==> config.mk <==
export PLATFORM = sky130hd
export DESIGN_NAME = core_count_governor_core
export DESIGN_NICKNAME = d
export VERILOG_FILES = /design/src/rtl/core/cgov_pkg.sv /design/src/rtl/core/cgov_ram.sv /design/src/rtl/core/core_count_governor_core.sv
export SDC_FILE = /design/constraint.sdc
export NUM_CORES = 1
export LEC_CHECK = 0
export BUFFER_PORTS_ARGS = -buffer_cell sky130_fd_sc_hd__buf_2
export CORE_UTILIZATION = 62
export DETAILED_ROUTE_END_ITERATION = 10
export GPL_ROUTABILITY_DRIVEN = 0
export PLACE_DENSITY_LB_ADDON = 0.05
export SYNTH_ARGS = -nofsm -noshare
export SYNTH_HDL_FRONTEND = slang
export SYNTH_SLANG_ARGS = --single-unit
==> constraint.sdc <==
create_clock -name clk_i -period 12.2 [get_ports clk_i]
set_input_delay 2.44 -clock clk_i [delete_from_list [all_inputs] [get_ports clk_i]]
set_output_delay 2.44 -clock clk_i [all_outputs]
set_load 0.02 [all_outputs]
==> src/rtl/core/cgov_pkg.sv <==
`default_nettype none

package cgov_pkg;

  // Default build sizes
  localparam int unsigned CGOV_CORE_COUNT = 8;
  localparam int unsigned CGOV_HIST_MAX   = 16;

  // Field widths
  localparam int unsigned LOAD_W     = 10;
  localparam int unsigned PEAK_W     = 7;
  localparam int unsigned CNT_W      = 4;
  localparam int unsigned TIME_W     = 48;
  localparam int unsigned HOLD_W     = 40;
  localparam int unsigned LEVEL_W    = 8;
  localparam int unsigned HLEN_W     = 5;
  localparam int unsigned ROW_W      = 3;
  localparam int unsigned TBL_W      = 9;
  localparam int unsigned CFG_IDX_W  = 3;
  localparam int unsigned CFG_DATA_W = 40;

  typedef enum logic [1:0] {
    ACT_NONE = 2'd0,
    ACT_UP   = 2'd1,
    ACT_DOWN = 2'd2
  } action_e;

  localparam logic KIND_SAMPLE = 1'b0;
  localparam logic KIND_TOUCH  = 1'b1;

  // Register map
  localparam logic [CFG_IDX_W-1:0] REG_ENABLED    = 3'd0;
  localparam logic [CFG_IDX_W-1:0] REG_MIN_ONLINE = 3'd1;
  localparam logic [CFG_IDX_W-1:0] REG_MAX_ONLINE = 3'd2;
  localparam logic [CFG_IDX_W-1:0] REG_BOOST_CNT  = 3'd3;
  localparam logic [CFG_IDX_W-1:0] REG_FAST_LANE  = 3'd4;
  localparam logic [CFG_IDX_W-1:0] REG_BOOST_HOLD = 3'd5;
  localparam logic [CFG_IDX_W-1:0] REG_HIST_LEN   = 3'd6;

  // Reset values
  localparam int unsigned           MAX_ONLINE_RESET = 8;
  localparam int unsigned           HIST_LEN_RESET   = 10;
  localparam logic [CNT_W-1:0]      MIN_ONLINE_RESET = 4'd1;
  localparam logic [CNT_W-1:0]      BOOST_CNT_RESET  = 4'd4;
  localparam logic [LEVEL_W-1:0]    FAST_LANE_RESET  = 8'd99;
  localparam logic [HOLD_W-1:0]     BOOST_HOLD_RESET = 40'd2500000;

  // Least spacing between two touch boosts
  localparam logic [TIME_W-1:0]     TOUCH_GAP_US     = 48'd150000;

  // Threshold table, one row per core count; a zero upper level ends it
  function automatic logic [TBL_W-1:0] level_up(input logic [ROW_W-1:0] row);
    logic [TBL_W-1:0] lvl;
    case (row)
      3'd0:    lvl = 9'd400;
      3'd1:    lvl = 9'd65;
      3'd2:    lvl = 9'd120;
      3'd3:    lvl = 9'd190;
      3'd4:    lvl = 9'd410;
      default: lvl = 9'd0;
    endcase
    return lvl;
  endfunction

  function automatic logic [TBL_W-1:0] level_down(input logic [ROW_W-1:0] row);
    logic [TBL_W-1:0] lvl;
    case (row)
      3'd2:    lvl = 9'd50;
      3'd3:    lvl = 9'd100;
      3'd4:    lvl = 9'd170;
      default: lvl = 9'd0;
    endcase
    return lvl;
  endfunction

endpackage

`default_nettype wire

==> src/rtl/core/cgov_ram.sv <==
`default_nettype none

module cgov_ram #(
  parameter int unsigned WIDTH = 10,
  parameter int unsigned DEPTH = 16,
  parameter int unsigned ADDR_W = (DEPTH > 1) ? $clog2(DEPTH) : 1
) (
  input  wire logic              clk_i,
  input  wire logic              we_i,
  input  wire logic [ADDR_W-1:0] waddr_i,
  input  wire logic [WIDTH-1:0]  wdata_i,
  input  wire logic [ADDR_W-1:0] raddr_i,
  output logic      [WIDTH-1:0]  rdata_o
);

  logic [WIDTH-1:0] mem_q [DEPTH];

  always_ff @(posedge clk_i) begin
    if (we_i) begin
      mem_q[waddr_i] <= wdata_i;
    end
    rdata_o <= mem_q[raddr_i];
  end

endmodule

`default_nettype wire

==> src/rtl/core/core_count_governor_core.sv <==
`default_nettype none

// Core count governor. Each input beat is either a load sample (kind 0) or a
// touch event (kind 1); each gives exactly one result beat with an action
// (none, bring up, take down), a target core count and the averaged summed
// load. A sample is written into a ring of recent loads, the ring is summed
// one entry per cycle from the read port of the history RAM, and the sum
// is divided by history_len in a restoring divider that retires one quotient
// bit per cycle over SUM_W bits, where SUM_W is 10 + log2(HIST_MAX), 14 at
// the default sizes. The table walk then checks one threshold row per cycle.
// A sample with a history of one skips the ring and the divider. The input
// stalls while a beat is in work; a finished result sits in an output register,
// so a new beat may be taken while the previous result still waits downstream.
// Reset clears the history through a valid bit per ring entry, so there is no
// clearing pass. Configuration writes are taken whenever the block is idle.
module core_count_governor_core
  import cgov_pkg::*;
#(
  parameter int unsigned CORE_COUNT = CGOV_CORE_COUNT,
  parameter int unsigned HIST_MAX   = CGOV_HIST_MAX
) (
  input  wire logic                  clk_i,
  input  wire logic                  rst_ni,
  // configuration write channel
  input  wire logic                  cfg_valid_i,
  output logic                       cfg_ready_o,
  input  wire logic [CFG_IDX_W-1:0]  cfg_index_i,
  input  wire logic [CFG_DATA_W-1:0] cfg_data_i,
  // input channel
  input  wire logic                  in_valid_i,
  output logic                       in_stall_o,
  input  wire logic                  kind_i,
  input  wire logic [LOAD_W-1:0]     total_load_i,
  input  wire logic [PEAK_W-1:0]     peak_load_i,
  input  wire logic [CNT_W-1:0]      cores_online_i,
  input  wire logic [TIME_W-1:0]     now_us_i,
  // result channel
  output logic                       out_valid_o,
  input  wire logic                  out_stall_i,
  output logic [1:0]                 action_o,
  output logic [CNT_W-1:0]           target_cores_o,
  output logic [LOAD_W-1:0]          avg_load_o
);

  // Widths that follow from the build sizes
  localparam int unsigned POS_W  = (HIST_MAX > 1) ? $clog2(HIST_MAX) : 1;
  localparam int unsigned CMP_W  = ((POS_W > HLEN_W) ? POS_W : HLEN_W) + 1;
  localparam int unsigned SUM_W  = LOAD_W + $clog2(HIST_MAX);
  localparam int unsigned DCNT_W = $clog2(SUM_W + 1);

  localparam logic [CNT_W:0]     CORE_LIMIT = (CNT_W + 1)'(CORE_COUNT);
  localparam logic [CMP_W-1:0]   HIST_LIMIT = CMP_W'(HIST_MAX);
  localparam logic [CNT_W-1:0]   MAX_RST    = (CORE_COUNT < MAX_ONLINE_RESET) ?
                                              CNT_W'(CORE_COUNT) :
                                              CNT_W'(MAX_ONLINE_RESET);
  localparam logic [HLEN_W-1:0]  HLEN_RST   = (HIST_MAX < HIST_LEN_RESET) ?
                                              HLEN_W'(HIST_MAX) :
                                              HLEN_W'(HIST_LEN_RESET);
  localparam logic [DCNT_W-1:0]  DIV_STEPS  = DCNT_W'(SUM_W);

  // Sequencer states
  localparam logic [2:0] ST_IDLE   = 3'd0;
  localparam logic [2:0] ST_TOUCH  = 3'd1;
  localparam logic [2:0] ST_SAMPLE = 3'd2;
  localparam logic [2:0] ST_READ   = 3'd3;
  localparam logic [2:0] ST_DIV    = 3'd4;
  localparam logic [2:0] ST_TABLE  = 3'd5;
  localparam logic [2:0] ST_DECIDE = 3'd6;
  localparam logic [2:0] ST_EMIT   = 3'd7;

  logic [2:0] state_q, state_d;

  // Configuration registers
  logic                en_q;
  logic [CNT_W-1:0]    min_q;
  logic [CNT_W-1:0]    max_q;
  logic [CNT_W-1:0]    boost_q;
  logic [LEVEL_W-1:0]  flane_q;
  logic [HOLD_W-1:0]   hold_us_q;
  logic [HLEN_W-1:0]   hlen_q;

  // Latched input beat
  logic                kind_q;
  logic [LOAD_W-1:0]   total_q;
  logic [PEAK_W-1:0]   peak_q;
  logic [CNT_W-1:0]    online_q;
  logic [TIME_W-1:0]   now_q;

  // Governor state
  logic [POS_W-1:0]    pos_q;
  logic [LOAD_W-1:0]   avg_q;
  logic [TIME_W-1:0]   last_touch_q;
  logic [TIME_W-1:0]   last_boost_q;
  logic [HIST_MAX-1:0] ring_vld_q;

  // Working registers
  logic [CMP_W-1:0]    idx_q;
  logic                pend_q;
  logic                rd_vld_q;
  logic [SUM_W-1:0]    acc_q;
  logic [HLEN_W-1:0]   rem_q;
  logic [DCNT_W-1:0]   dcnt_q;
  logic [ROW_W-1:0]    row_q;
  logic [ROW_W-1:0]    tbl_tgt_q;
  logic                hold_q;
  action_e             res_act_q;
  logic [CNT_W-1:0]    res_tgt_q;

  // Output register
  logic                out_vld_q;
  action_e             out_act_q;
  logic [CNT_W-1:0]    out_tgt_q;
  logic [LOAD_W-1:0]   out_avg_q;

  logic in_fire;
  logic cfg_we;
  logic emit_go;

  assign cfg_ready_o = (state_q == ST_IDLE);
  assign cfg_we      = cfg_valid_i && cfg_ready_o;
  assign in_stall_o  = (state_q != ST_IDLE);
  assign in_fire     = in_valid_i && !in_stall_o;
  assign emit_go     = (state_q == ST_EMIT) && (!out_vld_q || !out_stall_i);

  // ---------------------------------------------------------------------------
  // Ring pointer handling: restart a stale position, then advance with wrap
  // ---------------------------------------------------------------------------
  logic [CMP_W-1:0] len_ext;
  logic [POS_W-1:0] pos_eff;
  logic [CMP_W-1:0] pos_inc;
  logic [POS_W-1:0] pos_nxt;
  logic             hist_on;

  assign len_ext = CMP_W'(hlen_q);
  assign pos_eff = (CMP_W'(pos_q) >= len_ext) ? '0 : pos_q;
  assign pos_inc = CMP_W'(pos_eff) + CMP_W'(1);
  assign pos_nxt = (pos_inc >= len_ext) ? '0 : pos_inc[POS_W-1:0];
  assign hist_on = (hlen_q > HLEN_W'(1));

  // ---------------------------------------------------------------------------
  // History RAM: one write of the new sample, then one read per cycle
  // ---------------------------------------------------------------------------
  logic              ram_we;
  logic [POS_W-1:0]  ram_raddr;
  logic [LOAD_W-1:0] ram_rdata;
  logic              rd_en;
  logic [LOAD_W-1:0] rd_load;

  assign ram_we    = (state_q == ST_SAMPLE) && hist_on;
  assign rd_en     = (state_q == ST_READ) && (idx_q < len_ext);
  assign ram_raddr = idx_q[POS_W-1:0];
  // An entry never written since reset reads as zero
  assign rd_load   = rd_vld_q ? ram_rdata : '0;

  cgov_ram #(
    .WIDTH (LOAD_W),
    .DEPTH (HIST_MAX),
    .ADDR_W(POS_W)
  ) u_ring (
    .clk_i  (clk_i),
    .we_i   (ram_we),
    .waddr_i(pos_eff),
    .wdata_i(total_q),
    .raddr_i(ram_raddr),
    .rdata_o(ram_rdata)
  );

  // ---------------------------------------------------------------------------
  // Divider step: shift one dividend bit into the remainder, subtract if it fits
  // ---------------------------------------------------------------------------
  logic [HLEN_W:0]   div_trial;
  logic [HLEN_W:0]   div_diff;
  logic              div_fit;
  logic [HLEN_W-1:0] rem_nxt;

  assign div_trial = {rem_q, acc_q[SUM_W-1]};
  assign div_diff  = div_trial - {1'b0, hlen_q};
  assign div_fit   = (div_trial >= {1'b0, hlen_q});
  assign rem_nxt   = div_fit ? div_diff[HLEN_W-1:0] : div_trial[HLEN_W-1:0];

  // ---------------------------------------------------------------------------
  // Time checks, modulo 2^48
  // ---------------------------------------------------------------------------
  logic [TIME_W-1:0] since_touch;
  logic [TIME_W-1:0] since_boost;
  logic              hold_hit;

  assign since_touch = now_q - last_touch_q;
  assign since_boost = now_q - last_boost_q;
  assign hold_hit    = (since_touch < TIME_W'(hold_us_q));

  // ---------------------------------------------------------------------------
  // Table row under test
  // ---------------------------------------------------------------------------
  logic [TBL_W-1:0] lvl_up;
  logic [TBL_W-1:0] lvl_dn;
  logic             row_end;
  logic             row_hit;

  assign lvl_up  = level_up(row_q);
  assign lvl_dn  = level_down(row_q);
  assign row_end = (lvl_up == '0);
  assign row_hit = (avg_q <= LOAD_W'(lvl_up)) && (avg_q > LOAD_W'(lvl_dn));

  // ---------------------------------------------------------------------------
  // Touch decision
  // ---------------------------------------------------------------------------
  logic    tch_boost;
  action_e tch_act;

  always_comb begin
    tch_boost = (since_boost >= TOUCH_GAP_US) && (online_q < boost_q) && (boost_q > min_q);
    tch_act   = ACT_NONE;
    if (tch_boost && en_q && (boost_q > online_q) && (online_q < max_q)) begin
      tch_act = ACT_UP;
    end
  end

  // ---------------------------------------------------------------------------
  // Sample decision: fast lane, locked counts, then the clamped table target
  // ---------------------------------------------------------------------------
  logic [CNT_W-1:0] tbl_clamp;
  logic [CNT_W-1:0] cand;
  logic             want_up;
  logic             want_dn;
  action_e          dec_act;

  always_comb begin
    if (CNT_W'(tbl_tgt_q) > max_q) begin
      tbl_clamp = max_q;
    end else if (CNT_W'(tbl_tgt_q) < min_q) begin
      tbl_clamp = min_q;
    end else begin
      tbl_clamp = CNT_W'(tbl_tgt_q);
    end

    want_up = 1'b0;
    want_dn = 1'b0;
    if (LEVEL_W'(peak_q) >= flane_q) begin
      cand    = max_q;
      want_up = 1'b1;
    end else if ({1'b0, min_q} == CORE_LIMIT) begin
      cand    = min_q;
      want_up = (online_q != min_q);
    end else if (max_q == CNT_W'(1)) begin
      cand    = max_q;
      want_dn = (online_q != max_q);
    end else begin
      cand    = tbl_clamp;
      want_up = (tbl_clamp > online_q);
      want_dn = (tbl_clamp < online_q);
    end

    dec_act = ACT_NONE;
    if (want_up && en_q && (cand > online_q) && (online_q < max_q)) begin
      dec_act = ACT_UP;
    end else if (want_dn && en_q && (cand < online_q) && (online_q > min_q) &&
                 !((online_q <= boost_q) && hold_q)) begin
      dec_act = ACT_DOWN;
    end
  end

  // ---------------------------------------------------------------------------
  // Sequencer
  // ---------------------------------------------------------------------------
  always_comb begin
    state_d = state_q;
    case (state_q)
      ST_IDLE: begin
        if (in_fire) begin
          state_d = (kind_i == KIND_TOUCH) ? ST_TOUCH : ST_SAMPLE;
        end
      end
      ST_TOUCH:  state_d = ST_EMIT;
      ST_SAMPLE: state_d = hist_on ? ST_READ : ST_TABLE;
      ST_READ: begin
        if (!rd_en && !pend_q) begin
          state_d = ST_DIV;
        end
      end
      ST_DIV: begin
        if (dcnt_q == DCNT_W'(1)) begin
          state_d = ST_TABLE;
        end
      end
      ST_TABLE: begin
        if (row_end || row_hit) begin
          state_d = ST_DECIDE;
        end
      end
      ST_DECIDE: state_d = ST_EMIT;
      ST_EMIT: begin
        if (emit_go) begin
          state_d = ST_IDLE;
        end
      end
      default: state_d = ST_IDLE;
    endcase
  end

  // Control and governor state
  always_ff @(posedge clk_i or negedge rst_ni) begin
    if (!rst_ni) begin
      state_q      <= ST_IDLE;
      en_q         <= 1'b1;
      min_q        <= MIN_ONLINE_RESET;
      max_q        <= MAX_RST;
      boost_q      <= BOOST_CNT_RESET;
      flane_q      <= FAST_LANE_RESET;
      hold_us_q    <= BOOST_HOLD_RESET;
      hlen_q       <= HLEN_RST;
      pos_q        <= '0;
      avg_q        <= '0;
      last_touch_q <= '0;
      last_boost_q <= '0;
      ring_vld_q   <= '0;
      idx_q        <= '0;
      pend_q       <= 1'b0;
      dcnt_q       <= '0;
      row_q        <= '0;
      out_vld_q    <= 1'b0;
    end else begin
      state_q <= state_d;

      // Register writes; out-of-range counts and lengths are dropped
      if (cfg_we) begin
        case (cfg_index_i)
          REG_ENABLED: en_q <= cfg_data_i[0];
          REG_MIN_ONLINE: begin
            if ((cfg_data_i[CNT_W-1:0] != '0) &&
                ({1'b0, cfg_data_i[CNT_W-1:0]} <= CORE_LIMIT)) begin
              min_q <= cfg_data_i[CNT_W-1:0];
              if (max_q < cfg_data_i[CNT_W-1:0]) begin
                max_q <= cfg_data_i[CNT_W-1:0];
              end
            end
          end
          REG_MAX_ONLINE: begin
            if ((cfg_data_i[CNT_W-1:0] != '0) &&
                ({1'b0, cfg_data_i[CNT_W-1:0]} <= CORE_LIMIT)) begin
              max_q <= cfg_data_i[CNT_W-1:0];
              if (min_q > cfg_data_i[CNT_W-1:0]) begin
                min_q <= cfg_data_i[CNT_W-1:0];
              end
            end
          end
          REG_BOOST_CNT: begin
            if ((cfg_data_i[CNT_W-1:0] != '0) &&
                ({1'b0, cfg_data_i[CNT_W-1:0]} <= CORE_LIMIT)) begin
              boost_q <= cfg_data_i[CNT_W-1:0];
            end
          end
          REG_FAST_LANE:  flane_q   <= cfg_data_i[LEVEL_W-1:0];
          REG_BOOST_HOLD: hold_us_q <= cfg_data_i[HOLD_W-1:0];
          REG_HIST_LEN: begin
            if ((cfg_data_i[HLEN_W-1:0] != '0) &&
                (CMP_W'(cfg_data_i[HLEN_W-1:0]) <= HIST_LIMIT)) begin
              hlen_q <= cfg_data_i[HLEN_W-1:0];
            end
          end
          default: ;
        endcase
      end

      case (state_q)
        ST_TOUCH: begin
          // Record the touch; a boost refused only by the enable or the
          // ceiling still restarts the boost spacing
          last_touch_q <= now_q;
          if (tch_boost) begin
            last_boost_q <= now_q;
          end
        end
        ST_SAMPLE: begin
          idx_q  <= '0;
          pend_q <= 1'b0;
          row_q  <= ROW_W'(1);
          if (hist_on) begin
            ring_vld_q[pos_eff] <= 1'b1;
            pos_q               <= pos_nxt;
          end else begin
            avg_q <= total_q;
          end
        end
        ST_READ: begin
          pend_q <= rd_en;
          if (rd_en) begin
            idx_q <= idx_q + CMP_W'(1);
          end
          if (!rd_en && !pend_q) begin
            dcnt_q <= DIV_STEPS;
          end
        end
        ST_DIV: begin
          dcnt_q <= dcnt_q - DCNT_W'(1);
          if (dcnt_q == DCNT_W'(1)) begin
            // Quotient is complete once the last bit shifts in
            avg_q <= LOAD_W'({acc_q[SUM_W-2:0], div_fit});
          end
        end
        ST_TABLE: begin
          if (!row_end && !row_hit) begin
            row_q <= row_q + ROW_W'(1);
          end
        end
        default: ;
      endcase

      // Result register: drop when taken, load when the sequencer finishes
      if (emit_go) begin
        out_vld_q <= 1'b1;
      end else if (out_vld_q && !out_stall_i) begin
        out_vld_q <= 1'b0;
      end
    end
  end

  // Datapath registers
  always_ff @(posedge clk_i) begin
    if (in_fire) begin
      kind_q   <= kind_i;
      total_q  <= total_load_i;
      peak_q   <= peak_load_i;
      online_q <= cores_online_i;
      now_q    <= now_us_i;
    end

    rd_vld_q <= ring_vld_q[ram_raddr];

    case (state_q)
      ST_TOUCH: begin
        res_act_q <= tch_act;
        res_tgt_q <= (tch_act == ACT_NONE) ? '0 : boost_q;
      end
      ST_SAMPLE: begin
        acc_q     <= '0;
        tbl_tgt_q <= '0;
        hold_q    <= hold_hit;
      end
      ST_READ: begin
        if (pend_q) begin
          acc_q <= acc_q + SUM_W'(rd_load);
        end
        rem_q <= '0;
      end
      ST_DIV: begin
        rem_q <= rem_nxt;
        acc_q <= {acc_q[SUM_W-2:0], div_fit};
      end
      ST_TABLE: begin
        if (!row_end && row_hit) begin
          tbl_tgt_q <= row_q;
        end
      end
      ST_DECIDE: begin
        res_act_q <= dec_act;
        res_tgt_q <= (dec_act == ACT_NONE) ? '0 : cand;
      end
      default: ;
    endcase

    if (emit_go) begin
      out_act_q <= res_act_q;
      out_tgt_q <= res_tgt_q;
      out_avg_q <= avg_q;
    end
  end

  assign out_valid_o    = out_vld_q;
  assign action_o       = out_act_q;
  assign target_cores_o = out_tgt_q;
  assign avg_load_o     = out_avg_q;

  // ---------------------------------------------------------------------------
  // Assertions
  // ---------------------------------------------------------------------------
  a_min_le_max : assert property (@(posedge clk_i) disable iff (!rst_ni)
    min_q <= max_q)
    else $error("min_online above max_online");

  a_none_no_target : assert property (@(posedge clk_i) disable iff (!rst_ni)
    (out_valid_o && (action_o == ACT_NONE)) |-> (target_cores_o == '0))
    else $error("target given with no action");

  a_rem_below_len : assert property (@(posedge clk_i) disable iff (!rst_ni)
    (state_q == ST_DIV) |-> (rem_q < hlen_q))
    else $error("divider remainder not below history length");

  a_read_in_range : assert property (@(posedge clk_i) disable iff (!rst_ni)
    (state_q == ST_READ) |-> (idx_q <= len_ext))
    else $error("history read ran past history length");

  a_result_from_emit : assert property (@(posedge clk_i) disable iff (!rst_ni)
    $rose(out_vld_q) |-> ($past(state_q) == ST_EMIT))
    else $error("result raised outside the emit step");

  a_target_limit : assert property (@(posedge clk_i) disable iff (!rst_ni)
    out_valid_o |-> ({1'b0, target_cores_o} <= CORE_LIMIT))
    else $error("target above core count");

endmodule

`default_nettype wire

; ---- Word-level counts from Yosys, hierarchy flattened
; Memories as Yosys holds them, arrays and structs flattened. A register that Yosys moved wholly into a read port is not among the register bits.
; Cells that the tools add are included.
[totals]
elab_cells = 239
memories = 1
register_bits = 325
mem_bits_rw = 160
[mem_list]
columns = name, words, word_bits, rd, rd_clocked_by_memory_dff, write_ports, line
row1 = u_ring.mem_q, 16, 10, 1, 1, 1, cgov_ram.sv:16  ; logic [WIDTH-1:0] mem_q [DEPTH];
[classes]
eq_ne = 36
n_reduce_logical = 70
n_bitwise = 1
mux = 62
order_cmp = 29
addsub = 8
[ops]
columns = op, count
row1 = $sub 48x48->48, 2
row2 = $mux 4, 15
row3 = $ge 48x18->1 const B, 1
row4 = $lt 48x40->1, 1
row5 = $pmux 9 s5, 1
row6 = $pmux 14 s3, 1
row7 = $pmux 4 s2, 4
row8 = $mux 10, 3
row9 = $logic_and 1x1->1, 26
row10 = $eq 3x3->1 const B, 8
row11 = $gt 4x4->1, 6
row12 = $mux 3, 8
row13 = $ne 2x2->1 const B, 12
row14 = $pmux 8 s3, 1
row15 = $pmux 3 s7, 1
row16 = $lt 4x4->1, 5
row17 = $pmux 10 s2, 1
row18 = $reduce_and 2->1, 10
row19 = $eq 3x2->1 const B, 6
row20 = $or 16x16->16, 1
row21 = $reduce_and 5->1, 3
row22 = $add 14x10->14, 1
row23 = $mux 14, 1
row24 = $reduce_bool 2->1, 7
row25 = other kinds (46), 81

; ---- Logic depth before layout (Yosys ltp)
[depth]
ltp_word = 16
ltp_mapped = 25

; ---- Hierarchy
; Synthesis repeated with hierarchy kept, for this count alone.
[unflattened]
hier_cells = 2462
hier_area_um2 = 27795.4
[by_module_without_submodules]
columns = module, seq_area_each_um2, cells_each, area_per_inst_um2, instances
row1 = core_count_governor_core, 8720.9, 2183, 21441.8, 1
row2 = cgov_ram, 5004.8, 279, 6353.6, 1

; ---- Worst setup path after synthesis
; No wires, ideal clock.
[synth_path]
path_type = register to register
start = register now_q[1]
end = register hold_q, data pin
t_required_ns = 12.024
arrival_ns = 4.379
slack_ns = 7.645
path_stages_with_launch = 25
cell_sequence = edfxtp_1 ha_1 nor2b_1 o31a_1 o21ai_0 a21boi_0 o21a_1 o21ai_0 nand2b_1 a21oi_1 o21ai_0 a2111oi_0 nand4b_1 ha_1 a21o_1 a21o_1 a21o_1 a21o_1 a21o_1 a21o_1 a21oi_1 o31ai_1 a31oi_1 nand4_1 nor4_1
[synth_via]
elab_chain_cells = 2
[synth_rtl]
columns = item, line
row1 = from (decl), core_count_governor_core.sv:87  ; logic [TIME_W-1:0] now_q;
row2 = from (signal assigned), core_count_governor_core.sv:425  ; now_q <= now_us_i;
row3 = $sub 48x48->48, core_count_governor_core.sv:188  ; assign since_touch = now_q - last_touch_q;
row4 = $lt 48x40->1, core_count_governor_core.sv:190  ; assign hold_hit = (since_touch < TIME_W'(hold_us_q));
row5 = via hold_hit, core_count_governor_core.sv:186  ; logic hold_hit;
row6 = to (signal assigned), core_count_governor_core.sv:438  ; hold_q <= hold_hit;
row7 = to (decl), core_count_governor_core.sv:105  ; logic hold_q;
; The timed path passes the listed nets, and every way through them passes these cells.
; A chain may end at the register's enable or synchronous reset.

; ---- Worst setup path in the final report
[layout_path]
start = register now_q[9]
end = register hold_q, data pin
; Same word-level chain as after synthesis.

==> impl_metrics.yaml <==
outcome:
  outcome: "finished clean"
power_and_ir_drop:
  p_int_mw: 4.524
  seqPwrFrac_pct: 31.7
  p_switching_mw: 3.027
  p_leak_nw: 12.92
  power.density_nw_per_um2: 240.4
  power.share.clock_pct: 21.9
  pwr-share-comb_pct: 46.4
  peakVddDrop_mv: 0.1820
  power_switching_share_pct: 40.09
sta:
  period_share_pct: 52.50
  tns_ns: 0
  fin_crit_ns: 6.405
  setup_viol: 0
  drv_slew: 0
  fmax_ghz: 0.1561
  hold_violations: 0
  slew_headroom_pct: 31.71
  rsz0062_at_grt: "no"
  worst_pin_slew_ns: 1.022
  finClkSkew_ns: 0.04820
global_route:
  antenna_found_initial: 2
  grt_max_degree: 102
  grt_pass1_vias: 20613
  grt.total_usage_pct: 29.49
  grt_overflow: 0
  grt_pass1_wl_um: 109800
cells_and_area:
  fillCellCount: 3411
  fin_area_um2: 31410
  drive_gt1_share_pct: 13.82
  fin_nets: 3125
  ff_latch_area_um2: 13730
  multiInputGateArea_um2: 13510
  areaGrowthSynthToFinish_pct: 10.44
  final_util_pct: 69.37
  n_antenna_cell: 0
setup_path:
  timing.rr.end: "hold_q"
  r2r-start: "now_q[9]"
  required_ns: 12.51
  cp-end-kind: "register"
  worst-setup-path-type: "register to register"
  path_max_fanout: 6
  rr_worst_depth: 18
  worstPathArrival_ns: 6.71
  cp-start-kind: "register"
  r2r_slack_ns: 5.79
worst_hold_path:
  hold_end: "action_o[1]"
  hold_class: "register to register"
  hold_start: "res_act_q[1]"
  min_delay_path_depth: 0
cts:
  clockBufferDepth: 3
  cts_tree: "yes"
  post_cts_buffers: 0
  clock_latency_ns: 0.65
  clkSinkCount: 495
  cts_resized: 0
  htree_levels: 2
  ctsHoldBuffers: 0
  clockRootBuffer: "clkbuf_16"
  clk_pin_slew_ns: 0.06
  numCtsBuffers: 52
job:
  drv_cap: 0
floorplan:
  core_area_um2: 45280
  start_util_pct: 62.81
  die_x_um: 216.2
  dieHeight_um: 216.2
  boundaryPins: 137
  die_area_um2: 46740
  num_rows: 78
drt:
  wl_per_cell_um: 20.14
  drc: 0
  drtIter0Drc: 1802
  dr.pass1.iters: 7
  vias_per_cell: 6.228
  drtAntennaViolNets: 0
  routed_wl_um: 68780
  num_vias: 21268
logic_synthesis:
  synthCells: 2667
  synth_compound_area_share_pct: 16.08
  async_flop_share_pct: 42.42
  synth_fa_ha_area_share_pct: 10.49
  synthXorXnorAreaFrac_pct: 2.494
  synth_top_family_by_area: "compound AO/OA/AOI/OAI gates"
  yosys.area_share.simple_pct: 11.57
  synth.mux.area_fraction_pct: 6.757
  synth.avg_cell_area_um2: 10.66
  synth_area_um2: 28440
  synth-edff-count: 274
  ys_ff_latch: 495
  ys.flop_type: "edfxtp_1"
  yosys_warnings: 0
  syn_nets: 3021
  yosysSeqAreaShare_pct: 48.26
  yosysUniqueCellTypes: 78
placement:
  place_area_um2: 29600
  hpwlAfterDp_um: 49140
  io_buffers: 136
[worst max-delay path by stage]
stage | from | end | depth (start not counted)
2_1_floorplan | now_q[1] | hold_q | 24
3_3_place_gp | now_q[9] | hold_q | 18
3_5_place_dp | now_q[9] | hold_q | 18
4_1_cts | now_q[9] | hold_q | 18
5_1_grt | now_q[8] | hold_q | 18
6_report | now_q[9] | hold_q | 18
[state kept, by name, summed over array words and instances, names as in the netlist, 6 cells and up]
name            flops
last_touch_q       48
peak_q              7
hold_us_q          40
avg_q              10
avg_load_o         10
last_boost_q       48
ring_vld_q         16
u_ring.rdata_o     10
u_ring.mem_q      160
total_q            10
acc_q              14
now_q              48
flane_q             8
idx_q               6
[cells in the mapped netlist (8+ instances only)]
cell	instances	area share, %
o21ai_1	54	0.95
dfrtp_1	192	17
o211ai_1	10	0.26
nor3_1	28	0.49
or2_2	20	0.44
nand3_1	79	1.4
a21o_1	70	1.8
and4_1	10	0.31
dfxtp_1	11	0.77
o21bai_1	20	0.53
mux2_2	50	2.0
buf_4	9	0.24
o21a_1	37	0.98
a21boi_0	9	0.24
and3_1	13	0.29
inv_1	217	2.9
a31oi_1	79	1.7
o21ai_0	174	3.1
nand4_1	40	0.88
xor2_1	28	0.86
edfxtp_1	274	29
a22o_1	8	0.25
or3_1	14	0.31
a211oi_1	17	0.45
nor2b_1	30	0.66
mux4_2	55	4.4
nand2_1	208	2.7
dfstp_2	18	1.7
o31ai_1	10	0.26
nor4_1	9	0.20
nand2b_1	33	0.73
ha_1	232	10
clkbuf_1	78	1.0
nor2_1	141	1.9
and2_1	40	0.88
xnor2_1	53	1.6
a21oi_1	179	3.1
mux2i_1	12	0.42
a2111oi_0	8	0.25
[per-layer routing]
layer	share of wire, %	GRT usage [%]
met3	6.8	4.772
met5	0.032	0
met1	45	42.58
met2	45	45.99
met4	2.8	8.944
[cell type report]
class | instances | share of cell area [%]
inverters | 217 | 2.593
repair buffers | 151 | 2.557
clock buffers | 70 | 4.585
clock inverters | 28 | 1.167
well taps | 600 | 2.390
multi-input cells | 1854 | 43.00
flip-flops and latches | 495 | 43.70
[power by group through the flow]
stage,Combinational [mW],Sequential (mW),Clock (mW)
floorplan,2.62,2.35,0
global placement,3.29,2.40,0
detailed placement,3.42,2.42,0
CTS,3.45,2.39,1.68
global route,3.92,2.43,1.73
finish,3.50,2.39,1.65
[kinds of logic after synthesis]
logic type               Yosys count
AO/OA/AOI/OAI                    743
multiplexers                     117
adder cells (fa/ha/maj)          236
buffers and inverters            318
AND/OR/NAND/NOR                  677
XOR/XNOR                          81
flip-flops                       495
[through the flow]
step | std cells | hold slack, ns | setup slack, ns | power (mW)
3_3_place_gp | 3317 | 0.4199 | 5.639 | 5.693
6_report | 3415 | 0.4174 | 5.795 | 7.550
3_5_place_dp | 3317 | 0.4052 | 5.741 | 5.840
5_1_grt | 3415 | 0.4404 | 5.502 | 8.088
2_1_floorplan | 2667 | 0.4003 | 7.645 | 4.969
4_1_cts | 3415 | 0.4192 | 5.753 | 7.523
[cells in the final DEF (no fill, tap or decap), types with 135 or more instances in the layout]
cell type | netlist | final
o21ai_0 | 174 | 173
nor2_1 | 141 | 140
ha_1 | 232 | 232
dfrtp_1 | 192 | 190
nand2_1 | 208 | 208
inv_1 | 217 | 217
a21oi_1 | 179 | 178
buf_2 | 7 | 135
edfxtp_1 | 274 | 274
[worst max-delay path: stages, from the launching register on]
cell and delay (ns):
edfxtp_1 0.51, ha_1 0.44, and4_1 0.24, and3_1 0.22, a21boi_0 0.43, o21bai_1 0.22, nand2_1 0.22, nand4_1 0.23
a2111oi_1 0.94, nor2b_1 0.13, xnor2_1 0.18, ha_1 0.31, a21oi_1 0.23, o221ai_1 0.15, nor4_1 0.41, o211ai_1 0.16
a31oi_1 0.26, nand4_1 0.12, nor4_1 0.72
(Power assumes the default switching activity.)
